**src/rtl/ssfe_pkg.sv**
```systemverilog
// shared types, constants and the segment lookup of the seven-segment frame encoder
package ssfe_pkg;

	localparam logic [7:0]  ADDR_CMD    = 8'hC0;
	localparam logic [7:0]  DP_BIT      = 8'h80;
	localparam logic [7:0]  IND_ON      = 8'hFF;
	localparam logic [7:0]  IND_OFF     = 8'h00;
	localparam logic [13:0] MAX_SHOWN   = 14'd9999;
	localparam logic [3:0]  BLANK_DIGIT = 4'd10;
	localparam logic [4:0]  LAST_POS    = 5'd16;
	localparam int          NUM_DIGITS  = 8;

	typedef struct packed {
		logic [13:0] speed_value;
		logic [13:0] pitch_value;
		logic [7:0]  status_bits;
	} in_item_t;

	typedef struct packed {
		logic [7:0] frame_byte;
		logic [4:0] byte_position;
		logic       frame_end;
	} out_item_t;

	typedef logic [NUM_DIGITS-1:0][7:0] seg_row_t;

	// segment bits: bit 0 = a ... bit 6 = g, bit 7 = decimal point
	function automatic logic [7:0] seg_encode(input logic [3:0] d);
		logic [7:0] s;
		unique case (d)
			4'd0:    s = 8'h3F;
			4'd1:    s = 8'h06;
			4'd2:    s = 8'h5B;
			4'd3:    s = 8'h4F;
			4'd4:    s = 8'h66;
			4'd5:    s = 8'h6D;
			4'd6:    s = 8'h7D;
			4'd7:    s = 8'h07;
			4'd8:    s = 8'h7F;
			4'd9:    s = 8'h6F;
			default: s = 8'h00;
		endcase
		return s;
	endfunction

endpackage

```
**src/rtl/ssfe_digits.sv**
```systemverilog
// clamp, decimal split, leading-zero blanking and segment encoding of one item
module ssfe_digits (
	input  ssfe_pkg::in_item_t item,
	output ssfe_pkg::seg_row_t seg
);
	import ssfe_pkg::*;

	localparam logic [13:0] UNIT_1000 = 14'd1000;
	localparam logic [13:0] UNIT_100  = 14'd100;
	localparam logic [13:0] UNIT_10   = 14'd10;

	// one decimal digit by nine parallel compares, then one subtract
	function automatic logic [17:0] split_step(input logic [13:0] v, input logic [13:0] unit);
		logic [3:0]  d;
		logic [13:0] sub;
		d   = '0;
		sub = '0;
		for (int k = 1; k < 10; k++) begin
			if (v >= 14'(k) * unit) begin
				d   = 4'(k);
				sub = 14'(k) * unit;
			end
		end
		return {d, 14'(v - sub)};
	endfunction

	function automatic logic [15:0] to_digits(input logic [13:0] raw);
		logic [13:0] x;
		logic [17:0] s3;
		logic [17:0] s2;
		logic [17:0] s1;
		x  = (raw > MAX_SHOWN) ? MAX_SHOWN : raw;
		s3 = split_step(x, UNIT_1000);
		s2 = split_step(s3[13:0], UNIT_100);
		s1 = split_step(s2[13:0], UNIT_10);
		return {s3[17:14], s2[17:14], s1[17:14], s1[3:0]};
	endfunction

	logic [15:0] sd;
	logic [15:0] pd;
	logic [2:0]  blank;

	always_comb begin
		sd = to_digits(item.speed_value);
		pd = to_digits(item.pitch_value);
		// speed leading zeros go dark, last digit always shown
		blank[0] = (sd[15:12] == 4'd0);
		blank[1] = blank[0] && (sd[11:8] == 4'd0);
		blank[2] = blank[1] && (sd[7:4] == 4'd0);
		seg[0] = seg_encode(blank[0] ? BLANK_DIGIT : sd[15:12]);
		seg[1] = seg_encode(blank[1] ? BLANK_DIGIT : sd[11:8]);
		seg[2] = seg_encode(blank[2] ? BLANK_DIGIT : sd[7:4]);
		seg[3] = seg_encode(sd[3:0]);
		seg[4] = seg_encode(pd[15:12]) | DP_BIT;
		seg[5] = seg_encode(pd[11:8]);
		seg[6] = seg_encode(pd[7:4]);
		seg[7] = seg_encode(pd[3:0]);
	end

endmodule

```
**src/rtl/ssfe_frame.sv**
```systemverilog
// frame register and byte sequencer: holds one encoded frame and sends it a byte per cycle while out_ready is high
module ssfe_frame (
	input  logic                clk,
	input  logic                arst_n,
	input  logic                load_valid,
	output logic                load_take,
	input  ssfe_pkg::seg_row_t  seg,
	input  logic [7:0]          status,
	output logic                out_valid,
	input  logic                out_ready,
	output ssfe_pkg::out_item_t out_data
);
	import ssfe_pkg::*;

	seg_row_t   seg_q;
	logic [7:0] status_q;
	logic [4:0] pos_q;
	logic       busy_q;
	logic       last_out;
	logic [3:0] idx;

	assign last_out  = busy_q && out_ready && (pos_q == LAST_POS);
	// next frame loads as the last byte of the current one leaves
	assign load_take = load_valid && (!busy_q || last_out);

	always_ff @(posedge clk or negedge arst_n) begin
		if (!arst_n) begin
			busy_q <= 1'b0;
			pos_q  <= '0;
		end else if (load_take) begin
			busy_q <= 1'b1;
			pos_q  <= '0;
		end else if (last_out) begin
			busy_q <= 1'b0;
			pos_q  <= '0;
		end else if (busy_q && out_ready) begin
			pos_q <= 5'(pos_q + 5'd1);
		end
	end

	always_ff @(posedge clk) begin
		if (load_take) begin
			seg_q    <= seg;
			status_q <= status;
		end
	end

	assign idx = 4'(pos_q - 5'd1);

	always_comb begin
		out_valid              = busy_q;
		out_data.byte_position = pos_q;
		out_data.frame_end     = (pos_q == LAST_POS);
		if (pos_q == 5'd0) begin
			out_data.frame_byte = ADDR_CMD;
		end else if (!idx[0]) begin
			out_data.frame_byte = seg_q[idx[3:1]];
		end else begin
			out_data.frame_byte = status_q[idx[3:1]] ? IND_ON : IND_OFF;
		end
	end

endmodule

```
**src/rtl/seven_segment_frame_encoder_top.sv**
```systemverilog
// top level of the seven-segment display frame encoder
//
//  channel | direction | payload               | handshake
//  in      | input     | ssfe_pkg::in_item_t   | in_valid / in_ready
//  out     | output    | ssfe_pkg::out_item_t  | out_valid / out_ready
//
// each item yields 17 output items, one per cycle while out_ready is high; the frame
// sequencer sets the number of bytes
// the input register takes the next item while a frame is still going out, and, if that
// item is waiting, the next frame starts the cycle after the last byte of the previous one
// reset clears the valid flags and the byte counter; out stalls hold the byte
module seven_segment_frame_encoder_top (
	input  logic                clk,
	input  logic                arst_n,
	input  logic                in_valid,
	output logic                in_ready,
	input  ssfe_pkg::in_item_t  in_data,
	output logic                out_valid,
	input  logic                out_ready,
	output ssfe_pkg::out_item_t out_data
);
	import ssfe_pkg::*;

	in_item_t item_s1;
	logic     valid_s1;
	seg_row_t seg;
	logic     take;

	assign in_ready = !valid_s1 || take;

	always_ff @(posedge clk or negedge arst_n) begin
		if (!arst_n) begin
			valid_s1 <= 1'b0;
		end else if (in_valid && in_ready) begin
			valid_s1 <= 1'b1;
		end else if (take) begin
			valid_s1 <= 1'b0;
		end
	end

	always_ff @(posedge clk) begin
		if (in_valid && in_ready) begin
			item_s1 <= in_data;
		end
	end

	ssfe_digits u_digits (
		.item (item_s1),
		.seg  (seg)
	);

	ssfe_frame u_frame (
		.clk        (clk),
		.arst_n     (arst_n),
		.load_valid (valid_s1),
		.load_take  (take),
		.seg        (seg),
		.status     (item_s1.status_bits),
		.out_valid  (out_valid),
		.out_ready  (out_ready),
		.out_data   (out_data)
	);

endmodule

```
**config.mk**
```make
export PLATFORM = sky130hd
export DESIGN_NAME = seven_segment_frame_encoder_top
export DESIGN_NICKNAME = d
export VERILOG_FILES = /design/src/rtl/ssfe_pkg.sv /design/src/rtl/ssfe_digits.sv /design/src/rtl/ssfe_frame.sv /design/src/rtl/seven_segment_frame_encoder_top.sv
export SDC_FILE = /design/constraint.sdc
export NUM_CORES = 1
export LEC_CHECK = 0
export ABC_AREA = 1
export BUFFER_PORTS_ARGS = -buffer_cell sky130_fd_sc_hd__buf_2
export CAP_MARGIN = 5
export CORE_AREA = 2 2 168 170
export DETAILED_ROUTE_END_ITERATION = 16
export DIE_AREA = 0 0 170 172
export HOLD_SLACK_MARGIN = 0.12
export PLACE_DENSITY = 0.56
export SYNTH_ARGS = -nofsm -noshare
export SYNTH_HDL_FRONTEND = slang
export SYNTH_SLANG_ARGS = --single-unit
export TNS_END_PERCENT = 20
```
**constraint.sdc**
```tcl
create_clock -name clk -period 15.95 [get_ports clk]
set_input_delay 0.7975 -clock clk [delete_from_list [all_inputs] [get_ports clk]]
set_output_delay 0.7975 -clock clk [all_outputs]
set_load 0.05 [all_outputs]
```
==> results of run 1 <==
[worst max-delay path, delay by kind of cell (launching register included)]
family | cells | cell delay, ps
AO/OA/AOI/OAI | 21 | 3260
AND/OR/NAND/NOR | 28 | 3910
adder cells (fa/ha/maj) | 6 | 1620
flip-flops | 1 | 390
buffers and inverters | 13 | 1440
XOR/XNOR | 2 | 360
[metal layers]
layer,up-vias,wire length (µm)
met2,142,9978
li1,4296,-
met4,0,232
met3,16,751
met1,3693,10670
met5,-,0
[kinds of logic (layout without fill, tap and decap cells)]
logic type      Yosys count  after routing  share of synthesized area
simple gates            581            581                     0.2731
compound gates          230            230                     0.1474
buf+inv                 229            289                    0.09240
flops                   107            107                     0.3343
fa+ha+maj                90             90                     0.1232
xor+xnor                 25             25                    0.02501
mux                       4              4                   0.004475
[where the power goes]
part           leakage (µW)  internal [µW]  switching [µW]
clock              0.000144            123             107
sequential         0.000987            353            19.2
combinational       0.00369            324             733
[area by class of cell]
type / count / area, µm²
Sequential cell: 107 / 3178
Multi-Input combinational cell: 930 / 5464
Inverter: 212 / 795.8
Tap cell: 346 / 432.9
Clock inverter: 7 / 76.32
Fill cell: 2906 / 16980
Timing Repair Buffer: 61 / 320.3
Clock buffer: 9 / 225.2
[state kept, by name (all words and copies together) (netlist names)]
register           flops
u_frame.seg_q         56
u_frame.out_valid      1
item_s1               36
u_frame.pos_q          5
u_frame.status_q       8
valid_s1               1
[final timing paths]
| kind | to | slack (ps) |
|---|---|---|
| hold reg to reg | u_frame.status_q[2] | 430 |
| min in group clk | u_frame.status_q[2] | 430 |
| setup / recovery | u_frame.seg_q[61] | 4710 |
| max in group asynchronous | u_frame.pos_q[1] | 15520 |
| setup reg to reg | u_frame.seg_q[61] | 4710 |
| hold / removal | u_frame.out_valid | 270 |
[Yosys cell counts, types with 3 or more instances]
cell type | number | area share
sky130_fd_sc_hd__nand3_2 | 3 | 0.0032
sky130_fd_sc_hd__inv_1 | 204 | 0.081
sky130_fd_sc_hd__nand2_1 | 277 | 0.11
sky130_fd_sc_hd__clkbuf_1 | 14 | 0.0055
sky130_fd_sc_hd__nor2_2 | 10 | 0.0066
sky130_fd_sc_hd__a21o_1 | 17 | 0.013
sky130_fd_sc_hd__fa_1 | 6 | 0.013
sky130_fd_sc_hd__nor4_1 | 6 | 0.0039
sky130_fd_sc_hd__a311oi_1 | 13 | 0.012
sky130_fd_sc_hd__a21oi_2 | 7 | 0.0065
sky130_fd_sc_hd__nor3_1 | 19 | 0.010
sky130_fd_sc_hd__o21ai_1 | 7 | 0.0037
sky130_fd_sc_hd__nor2_4 | 4 | 0.0047
sky130_fd_sc_hd__nand3_1 | 47 | 0.025
sky130_fd_sc_hd__o21bai_1 | 7 | 0.0055
sky130_fd_sc_hd__nand4_1 | 23 | 0.015
sky130_fd_sc_hd__nor2_1 | 132 | 0.052
sky130_fd_sc_hd__dfrtp_1 | 7 | 0.018
sky130_fd_sc_hd__o31ai_1 | 3 | 0.0024
sky130_fd_sc_hd__a31oi_1 | 11 | 0.0072
sky130_fd_sc_hd__and2_1 | 3 | 0.0020
sky130_fd_sc_hd__a21oi_1 | 73 | 0.038
sky130_fd_sc_hd__nand2_4 | 4 | 0.0047
sky130_fd_sc_hd__or2_2 | 14 | 0.0092
sky130_fd_sc_hd__ha_1 | 84 | 0.11
sky130_fd_sc_hd__o21ai_0 | 66 | 0.035
sky130_fd_sc_hd__o211ai_1 | 8 | 0.0063
sky130_fd_sc_hd__edfxtp_1 | 100 | 0.32
sky130_fd_sc_hd__xor2_1 | 22 | 0.020
sky130_fd_sc_hd__inv_2 | 6 | 0.0024
sky130_fd_sc_hd__nand2_2 | 33 | 0.022
[per-stage QoR]
stage	cell area (µm²)	setup slack [ps]	hold slack [ps]	total power (µW)	utilization
after global placement	10190	5284	405.7	1428	0.3709
final	10490	4709	268.8	1658	0.3819
after global routing	10490	3401	262.3	1811	0.3819
after CTS	10490	4739	264.8	1667	0.3819
after floorplan	9505	6333	400.3	1199	-
after detailed placement	10190	4799	407.0	1430	0.3709
==> impl.org, run 1 <==
** Worst setup path
- The critical path is of the reg2reg type.
- Most frequent CP cell :: sky130_fd_sc_hd__inv_1
- Highest-delay cell along the critical path :: sky130_fd_sc_hd__edfxtp_1
- Reg2reg path depth :: 70
- Largest fanout of any net on the critical path :: 10
- Worst setup path startpoint :: item_s1[14]
- Startpoint of the worst-slack reg-to-reg timing path :: item_s1[14]
- STA classifies the critical path startpoint as a register.
- In this design, the stage delay of the slowest critical-path cell is just under 400 ps.
- CP arrival :: between 10000 and 15000 ps
- STA classifies the critical path endpoint as a register.
- Required arrival time at the worst endpoint :: 16050 ps

** Finish
- The library cell used most frequently in the layout, excluding fill and tap cells, is sky130_fd_sc_hd__nand2_1.
- Non-filler cells, final :: 1672
- Relative to the synthesized area, the layout overhead comes to 10.39%.
- Count of antenna diodes in the layout :: 0
- At the end of the flow, the number of nets in the layout was 1451.
- Fraction of layout instances using a drive strength above 1 :: 0.1275
- Commonest cells after routing, fill and taps aside :: sky130_fd_sc_hd__nand2_1 (277), sky130_fd_sc_hd__inv_1 (203), sky130_fd_sc_hd__nor2_1 (131)

** Yosys
- In this run, distinct cell masters in the synthesized netlist total 54.
- Yosys printed 0 warnings.
- After synthesis, the share of flip-flops with an asynchronous set or reset is 0.06542.
- In this run, synthesis produced a sequential element count of approximately 110.
- In this run, synthesis inferred 100 flip-flops with an integrated enable.
- The number of nets handed over by synthesis was roughly 1400.
- Average instance area after synthesis :: around 7.5 µm²
- After technology mapping, the gate count stands at roughly 1300.
- Of the synthesized area, sequential elements account for 0.3343.
- The mapped netlist covers between 0.009 and 0.01 mm².
- For this run, the leading register cell type out of synthesis is sky130_fd_sc_hd__edfxtp_1.

** Clock network
- TritonCTS built the clock tree.
- Buffer count from post-CTS setup fixing :: 0
- H-tree level count :: 3
- Count of clock tree sinks :: 107
- Source-to-sink clock delay at the later pin of the worst-skew pair :: 350 ps
- In this run, post-CTS repair resized a total of 0 instances.
- Clock tree synthesis inserted a total of 9 buffers.
- The clock passes through at most 2 buffers.
- After clock tree synthesis, the clock-pin slew on the worst setup and hold paths is ~70 ps.
- Quantity of hold-fixing buffers added after cts :: 0
- Cell chosen for the clock root :: sky130_fd_sc_hd__clkbuf_16

** Status
- Result of the run :: complete, no violations

** Global route
- Total track usage :: 0.1509
- In the global route stage, met2 resource usage came out at 0.2612.
- The first global-routing pass estimated about 36000 µm of wire.
- For this run, global-route usage on met1 was measured as 0.1978.
- The total overflow left after global routing is 0.
- The number of antenna violations at the first check in global routing is 0.
- Largest net degree at the start of global routing :: 66
- Met3 routing resource usage after global routing :: 0.02678
- The layer flagged by global routing as most heavily used is met2.
- Via count of the first global-routing pass :: about 7800

** Route
- Number of iterations in the first detailed-routing pass :: 5
- In this run the remaining antenna-violating nets after routing total 0.
- After detailed routing, the number of remaining DRC violations is 0.
- After detailed routing, the average wire length per cell comes to approximately 13 µm.
- Detailed-route via count :: a little over 8000
- Wires add up to between 20000 and 25000 µm.
- In this run, the number of DRC markers left after iteration 0 of detailed routing was about 480.
- Using the TritonRoute via totals, the vias-per-cell ratio works out to ~4.9.

** Timing
- Actual transition at the worst max-transition pin :: 845.3 ps
- Max-slew violation count :: 0
- Timing would allow up to between 80 and 90 MHz.
- Final hold violations :: 0
- The worst pin sits at a relative slew slack of 0.4358.
- Shortest period the worst path allows :: approximately 11000 ps
- Setup violations remaining at the end of the flow were counted as 0.
- RSZ-0062 raised after global routing :: no
- Across the routed clock network, the largest skew measured is around 6.1 ps.
- Of the available clock period, the critical path in the final layout requires 0.7048.
- For the final routed database, the setup TNS stands at 0 ps.

** Place
- Dpl cells :: between 1500 and 2000
- Half-perimeter wire length of the detailed placement result :: between 15000 and 20000 µm
- Global placer's final weighted congestion :: roughly 0.91
- The count of buffers added on input and output ports is between 50 and 60.

** Floorplan
- For this configuration, the core starts out at a cell density of 0.3459.
- Die outline area :: between 0.02 and 0.03 mm²
- Number of core rows :: slightly above 60
- Vertical extent of the die :: between 150 and 200 µm
- From left edge to right edge, the die measures 170 µm.
- The total area inside the core boundary comes to ~0.027 mm².
- I/O pin total :: 56

** Min path
- The min-delay analysis places its worst path in the category in2async.

** Pwr
- Power density of the placed cells :: around 160 mW/mm²
- Maximum ir drop on the vdd rail :: ~0.084 mV
- Leak :: slightly below 0.005 µW

** Job
- Number of max-capacitance violations reported :: 0
Power figures use the tool's default switching activity.
==> run 2: changes to the inputs <==
--- a/config.mk
+++ b/config.mk
@@ -12,7 +12,7 @@
 export DETAILED_ROUTE_END_ITERATION = 16
 export DIE_AREA = 0 0 170 172
 export HOLD_SLACK_MARGIN = 0.12
-export PLACE_DENSITY = 0.56
+export PLACE_DENSITY = 0.58
 export SYNTH_ARGS = -nofsm -noshare
 export SYNTH_HDL_FRONTEND = slang
 export SYNTH_SLANG_ARGS = --single-unit
==> constraint.sdc (replaced) <==
create_clock -name clk -period 9.12 [get_ports clk]
set_input_delay 0.456 -clock clk [delete_from_list [all_inputs] [get_ports clk]]
set_output_delay 0.456 -clock clk [all_outputs]
set_load 0.05 [all_outputs]
==> run 2 against run 1 <==
The flow now finishes with violations (negative setup slack). Clock power increased by 80%. Non-clock buffer count increased by 89. Die area unchanged. Utilization increased by 3.5 points. Routed wire length increased by 2.7%. Combinational power increased by 95%. Via count increased by 3.8%. Maximum frequency increased by 21%. Critical path depth increased by 1. Sequential cell count unchanged. Count of clock-buffer cells in the layout increased by 2.
==> impl.org, run 2 (same netlist as run 1, synthesis figures left out) <==
** Global route
- Antenna violations before repair :: 0 (unchanged)
- The global-route usage over all layers came to 0.1510 (+0.0001509).
- The first-pass GRT wire length came to 36360 µm (+1.1%).
- Largest net degree at the start of global routing :: 66 (unchanged)
- Grt total ovfl :: 0 (unchanged)
- The via count of the first global-routing pass is 7839 (+0.72%).

** Finish
- Top reg by flops :: u_frame.seg_q
- The fraction of layout instances using a drive strength above 1 was 0.2277 (+0.1003).
- The number of antenna repair diodes is 0 (unchanged).
- Number of flip-flops under the largest register name :: 56 (unchanged)
- The final cell count without fillers is 1760 (+5.3%).
- Commonest cells after routing, fill and taps aside :: sky130_fd_sc_hd__nand2_1 (270), sky130_fd_sc_hd__inv_1 (194), sky130_fd_sc_hd__nor2_1 (120)
- Leaving out fill and tap cells, the most frequent cell in the layout is sky130_fd_sc_hd__nand2_1.
- Registers with the highest flip-flop counts :: u_frame.seg_q x56, item_s1 x36, u_frame.status_q x8
- Final net count :: 1540 (+6.1%)
- The area growth from synthesis to layout is 20.53%.

** Clock network
- Cell chosen for the clock root :: sky130_fd_sc_hd__clkbuf_16
- Clk pin slew, worst setup/hold paths :: 70 ps (about the same)
- The number of sinks handled by clock tree synthesis came to 107 (unchanged).
- Number of buffers added by the clock tree synthesis step :: 9 (unchanged)
- TritonCTS built the clock tree.
- The count of H-tree levels built during CTS was 3 (unchanged).
- Source-to-sink clock delay at the later pin of the worst-skew pair :: 350 ps (about the same)
- The maximum buffer depth of the clock tree is 2 (unchanged).

** Floorplan
- Initial standard-cell utilization of the core :: 0.3459 (unchanged)
- I/O pin total :: 56 (unchanged)
- The height of the die was 172 µm (unchanged).
- The number of placement rows was 61 (unchanged).
- Die outline area :: 0.02924 mm² (unchanged)
- Core box area :: 0.02748 mm² (unchanged)
- Chip width :: 170 µm (unchanged)

** Place
- The setup slack at placement was -248.2 ps (-5047 ps).
- The final weighted congestion in routability-driven placement came to 0.9113 (+0.45%).
- The number of placed cells counting well taps is 1722 (+4.0%).
- The count of input and output buffers was 55 (unchanged).
- The half-perimeter wire length of the detailed placement result is 17420 µm (+0.19%).

** Worst setup path
- Reg2reg path depth :: 71 (+1.4%)
- CP arrival :: 9410 ps (-1930 ps)
- The internal reg-to-reg setup slack is -190 ps (-4900 ps).
- Capturing point of the worst reg2reg path :: u_frame.seg_q[60]
- Count of cell instances traversed by the critical path :: 71 (+1.4%)
- Type of destination of the critical path :: register
- By startpoint and endpoint, the worst setup path is classified as reg2reg.
- Startpoint of the worst-slack reg-to-reg timing path :: item_s1[12]
- The required time reported for the critical path endpoint is 9220 ps (-6830 ps).
- The slowest stage of the critical path is the sky130_fd_sc_hd__edfxtp_1 cell.
- Largest fanout of any net on the critical path :: 6 (-4)
- Worst setup path startpoint :: item_s1[12]
- On the critical path the largest part of the delay comes from simple AND/OR/NAND/NOR gates.
- The combined buffer and inverter count along the critical path is 13 (unchanged).
- The worst setup path is launched from a register.
- The delay of the slowest critical-path stage was 430 ps (+40 ps).

** Route
- The DRC violation count after routing is 0 (unchanged).
- The violation count after the first detailed-routing iteration was 419 (-12%).
- Wirelength per Cell :: 12.62 µm (-2.5%)
- The overall via count from detail_route was 8453 (+3.8%).
- Total wire length after detailed routing :: 22210 µm (+2.7%)
- Number of nets still failing antenna checks after routing :: 0 (unchanged)
- The first-pass detailed-route iteration total is 5 (unchanged).
- Per-cell via count in the routed design :: 4.803 (-1.4%)

** Timing
- The worst clock skew was 6.028 ps (-0.03025 ps).
- Shortest period the worst path allows :: 9309 ps (-1933 ps)
- Share of the cycle needed by the critical path after routing :: 1.021 (+0.3159)
- Setup repair after global routing could not meet its margin everywhere.
- The final count of hold timing violations is 0 (unchanged).
- The accumulated negative setup slack is -1133 ps (-1133 ps).
- Hold Slack :: 278.9 ps (+10.02 ps)
- The setup slack of the critical path after layout was -188.6 ps (-4897 ps).
- The final count of negative-setup-slack endpoints was 7 (+7).
- The number of pins exceeding their max-slew limit in the final report was 0 (unchanged).
- The highest clock frequency the design can meet came to 107.4 MHz (+21%).
- Actual transition at the worst max-transition pin :: 824.4 ps (-20.86 ps)
- Rel. slew slack :: 0.4498 (+0.01392)

** Min path
- Critical hold path startpoint :: in_data[24]
- Counting instances, the worst hold path has a depth of 1.
- Worst min path class :: in2reg
- Hold Crit Endpoint :: item_s1[24]

** Pwr
- Power density of the placed cells :: 273.7 mW/mm² (+73%)
- The overall power of the completed layout was 3136 µW (+89%).
- The static leakage was 0.005295 µW (+9.7%).
- The peak supply drop is 0.1596 mV (+91%).

** Status
- Violated checks :: negative setup slack
- The run finished, with violations left.

** Job
- The total of max-cap violations came to 0 (unchanged).
[run 2: final cells by class]
| class | instances | area, µm² |
|---|---|---|
| fillers | 2827 | 16020 |
| inverters | 212 | 802.0 |
| multi-input cells | 930 | 5741 |
| repair buffers | 150 | 994.7 |
| clock inverters | 4 | 76.32 |
| flip-flops and latches | 107 | 3178 |
| clock buffers | 11 | 232.7 |
| well taps | 346 | 432.9 |
[run 2: per-stage QoR]
step	utilization	area (µm²)
3_3_place_gp	0.3905	10730
2_1_floorplan	-	9548
4_1_cts	0.4039	11100
6_report	0.4170	11460
5_1_grt	0.4170	11460
3_5_place_dp	0.3905	10730
[run 2: how the worst max path moves through the flow]
stage | to | slack, ps
3_3_place_gp | u_frame.seg_q[61] | 30
6_report | u_frame.seg_q[60] | -190
3_5_place_dp | u_frame.seg_q[61] | -250
2_1_floorplan | u_frame.seg_q[61] | 10
4_1_cts | u_frame.seg_q[60] | 40
5_1_grt | u_frame.seg_q[60] | -1030
[run 2: power breakdown]
part / internal [µW] / switching, µW / leakage (µW)
combinational: 710 / 1360 / 0.00416
clock: 240 / 175 / 0.000146
sequential: 617 / 30.8 / 0.000987
[run 2: repair_timing]
item / in CTS / in global routing
hold buffers: 1 / 0
endpoints found under the hold margin: 7 / 0
setup buffers: 4 / 18
endpoints found under the setup margin: 7 / 22
gates resized for setup: 10 / 73
pin swaps: 11 / 31
[run 2: metal layers]
layer  GRT usage  vias to the layer above  part of all wire
met5           0                        -                 0
met3     0.02152                       20             0.038
met1      0.2033                     3797              0.48
met4     0.02973                        0            0.0081
li1            -                     4470                 -
met2      0.2600                      166              0.47
==> run 3: changes to the inputs <==
--- a/config.mk
+++ b/config.mk
@@ -8,11 +8,12 @@
 export ABC_AREA = 1
 export BUFFER_PORTS_ARGS = -buffer_cell sky130_fd_sc_hd__buf_2
 export CAP_MARGIN = 5
-export CORE_AREA = 2 2 168 170
+export CORE_AREA = 2 2 151 190
 export DETAILED_ROUTE_END_ITERATION = 16
-export DIE_AREA = 0 0 170 172
+export DIE_AREA = 0 0 153 192
 export HOLD_SLACK_MARGIN = 0.12
 export PLACE_DENSITY = 0.58
+export SETUP_SLACK_MARGIN = 0.15
 export SYNTH_ARGS = -nofsm -noshare
 export SYNTH_HDL_FRONTEND = slang
 export SYNTH_SLANG_ARGS = --single-unit
==> run 3 against run 2 <==
The flow still finishes with violations (negative setup slack). Critical path depth decreased by 2. Critical path type unchanged. Largest cell class unchanged. Routed wire length rose by 4.0%. Sequential power is essentially flat. Die area increased by 0.47%. Highest routed layer unchanged. Critical endpoint is now u_frame.seg_q[61].
==> impl.org, run 3 (same netlist as run 1, synthesis figures left out) <==
** Route
- Total wire length after detailed routing :: 23100 µm (+4.0%)
- DRC violation count after routing :: 0 (unchanged)
- The number of antenna-violating nets in the routed design was 0 (unchanged).
- Number of iterations in the first detailed-routing pass :: 7 (+2)
- The violation count after the first detailed-routing iteration is 510 (+22%).
- The mean number of vias per cell came to 4.892 (+1.9%).
- Detailed-route via count :: 8757 (+3.6%)
- Wirelength per Cell :: 12.91 µm (+2.3%)

** Finish
- Final net count :: 1565 (+1.6%)
- Synth-to-layout area growth :: 23.15%
- Count of antenna diodes in the layout :: 0 (unchanged)
- The library cell used most frequently in the layout, excluding fill and tap cells, is sky130_fd_sc_hd__nand2_1.
- Registers with the highest flip-flop counts :: u_frame.seg_q x56, item_s1 x36, u_frame.status_q x8
- Share of the core filled with cells in the final layout :: 0.4260 (+0.008985)
- Commonest cells after routing, fill and taps aside :: sky130_fd_sc_hd__nand2_1 (265), sky130_fd_sc_hd__inv_1 (190), sky130_fd_sc_hd__buf_4 (116)
- The final instance area was 0.01171 mm² (+2.2%).
- The flip-flop count of the largest register after layout is 56 (unchanged).
- More flip-flops sit in one register than any other, and that register is u_frame.seg_q.
- Fraction of layout instances using a drive strength above 1 :: 0.2597 (+0.03200)

** Global route
- Total track usage :: 0.1538 (+0.002838)
- The number of antenna violations at the first check in global routing came to 0 (unchanged).
- The largest net degree at the start of global routing came to 66 (unchanged).
- Grt total ovfl :: 0 (unchanged)
- The first-pass GRT wire length was 37810 µm (+4.0%).
- Via count of the first global-routing pass :: 8400 (+7.2%)

** Worst setup path
- CP arrival :: 9580 ps (+170 ps)
- By instance count, the cell type seen most on the critical path is sky130_fd_sc_hd__buf_4.
- For this design, the slowest cell found on the critical path is sky130_fd_sc_hd__edfxtp_1.
- The internal reg-to-reg setup slack is -350 ps (-160 ps).
- The required time reported for the critical path endpoint came to 9220 ps (about the same).
- Type of origin of the critical path :: register
- The delay of the slowest critical-path stage came to 400 ps (-30 ps).
- The worst setup path is captured at a register.
- Largest fanout of any net on the critical path :: 6 (unchanged)
- Worst setup path category :: reg2reg

** Timing
- Setup repair after global routing could not meet its margin everywhere.
- FMAX :: 105.6 MHz (-1.7%)
- Rel. slew slack :: 0.4386 (-0.01116)
- The pin slew with the least headroom to its limit came to 841.2 ps (+16.72 ps).
- Shortest period the worst path allows :: 9472 ps (+163.2 ps)
- Post-route worst setup slack :: -351.9 ps (-163.2 ps)
- The accumulated negative setup slack came to -3390 ps (-2257 ps).
- Final hold violations :: 0 (unchanged)
- Share of the cycle needed by the critical path after routing :: 1.039 (+0.01790)
- The final count of negative-setup-slack endpoints came to 11 (+4).
- The final hold slack was 273.7 ps (-5.200 ps).
- Max-slew violation count :: 0 (unchanged)
- Post-route clock skew :: 9.579 ps (+3.552 ps)

** Job
- The total of max-cap violations came to 0 (unchanged).

** Floorplan
- The height of the die is 192 µm (+12%).
- Number of core rows :: 68 (+11%)
- Initial standard-cell utilization of the core :: 0.3459 (about the same)
- Chip width :: 153 µm (-10%)
- Die outline area :: 0.02938 mm² (+0.47%)
- Core box area :: 0.02748 mm² (about the same)
- The top-level I/O count is 56 (unchanged).

** Clock network
- Source-to-sink clock delay at the later pin of the worst-skew pair :: 350 ps (about the same)
- Count of clock tree sinks :: 107 (unchanged)
- Number of buffers on the longest clock path :: 2 (unchanged)
- CTS tree :: built
- H-tree level count :: 3 (unchanged)
- Number of buffers added by the clock tree synthesis step :: 9 (unchanged)
- Clk pin slew, worst setup/hold paths :: 70 ps (about the same)
- The tree is rooted in a sky130_fd_sc_hd__clkbuf_16.

** Pwr
- The overall power of the completed layout came to 3134 µW (about the same).
- The power density over the cells came to 267.7 mW/mm² (-2.2%).
- Maximum ir drop on the vdd rail :: 0.2475 mV (+55%)
- Leak :: 0.005412 µW (+2.2%)

** Place
- Global placer's final weighted congestion :: 0.9196 (+0.91%)
- Total placed instance area :: 0.01069 mm² (-0.33%)
- The count of input and output buffers is 55 (unchanged).
- Half-perimeter wire length of the detailed placement result :: 17540 µm (+0.68%)

** Status
- The final reports fail on negative setup slack.
- Result of the run :: complete, but fails checks

** Min path
- The path class of the tightest hold or removal check is in2reg.
## run 3: changes by cell type in the layout (fill, tap and decap cells not counted), sizes merged
| cell | change |
|---|---|
| buf | +25 |
| clkbuf | +1 |
| bufinv | -2 |
| clkinvlp | +1 |
| clkinv | +2 |
| inv | -1 |
## run 3: per-stage QoR
step / cells / setup WS, ps
after floorplan: 1266 / 54.59
after global placement: 1717 / 5.766
after detailed placement: 1717 / -348.2
after CTS: 1770 / -69.66
after global routing: 1790 / -1131
final: 1790 / -351.9
## run 3: critical path, delay by kind of cell, from the launching register on
| family | cells | cell delay (ps) |
|---|---|---|
| flops | 1 | 400 |
| simple gates | 24 | 2960 |
| buf+inv | 19 | 1840 |
| fa+ha+maj | 5 | 1090 |
| compound gates | 19 | 2570 |
| xor+xnor | 2 | 360 |
## run 3: final cells by class
type / count / area [µm²]
clock inverter: 4 / 27.53
fill: 2810 / 15780
timing repair buffer: 175 / 1190
sequential: 107 / 3178
tap: 350 / 437.9
inverter: 212 / 804.5
multi-input combinational: 930 / 5832
clock buffer: 12 / 236.5
## run 3: final timing paths
| kind | from | to | cells past startpoint |
|---|---|---|---|
| worst max-delay path | item_s1[12] | u_frame.seg_q[61] | 69 |
| worst min-delay path | in_data[10] | item_s1[10] | 1 |
| min in group asynchronous | arst_n | u_frame.pos_q[2] | 2 |
| max in group asynchronous | arst_n | u_frame.pos_q[0] | 2 |
| worst min register to register | item_s1[3] | u_frame.status_q[3] | 0 |
| worst max register to register | item_s1[12] | u_frame.seg_q[61] | 69 |
## run 3: metal layers
metal,part of all wire,GRT usage,wire (µm)
met4,0.020,0.04238,452
met2,0.51,0.2910,11780
met3,0.034,0.01715,779
met1,0.44,0.1840,10090
met5,0,0,0
## run 3: what timing repair did
action                                  in CTS  in global routing
endpoints found under the setup margin       9                 24
buffers inserted                            36                 20
resized for setup                           14                 81
gates cloned                                 0                  0
hold endpoints to repair                     7                  0
hold buffers                                 1                  0
pin swaps                                   30                 60
## run 3: power breakdown
part	total (µW)	internal, µW	switching (µW)
logic	2130	736	1390
registers	646	617	29.4
clock network	362	186	176
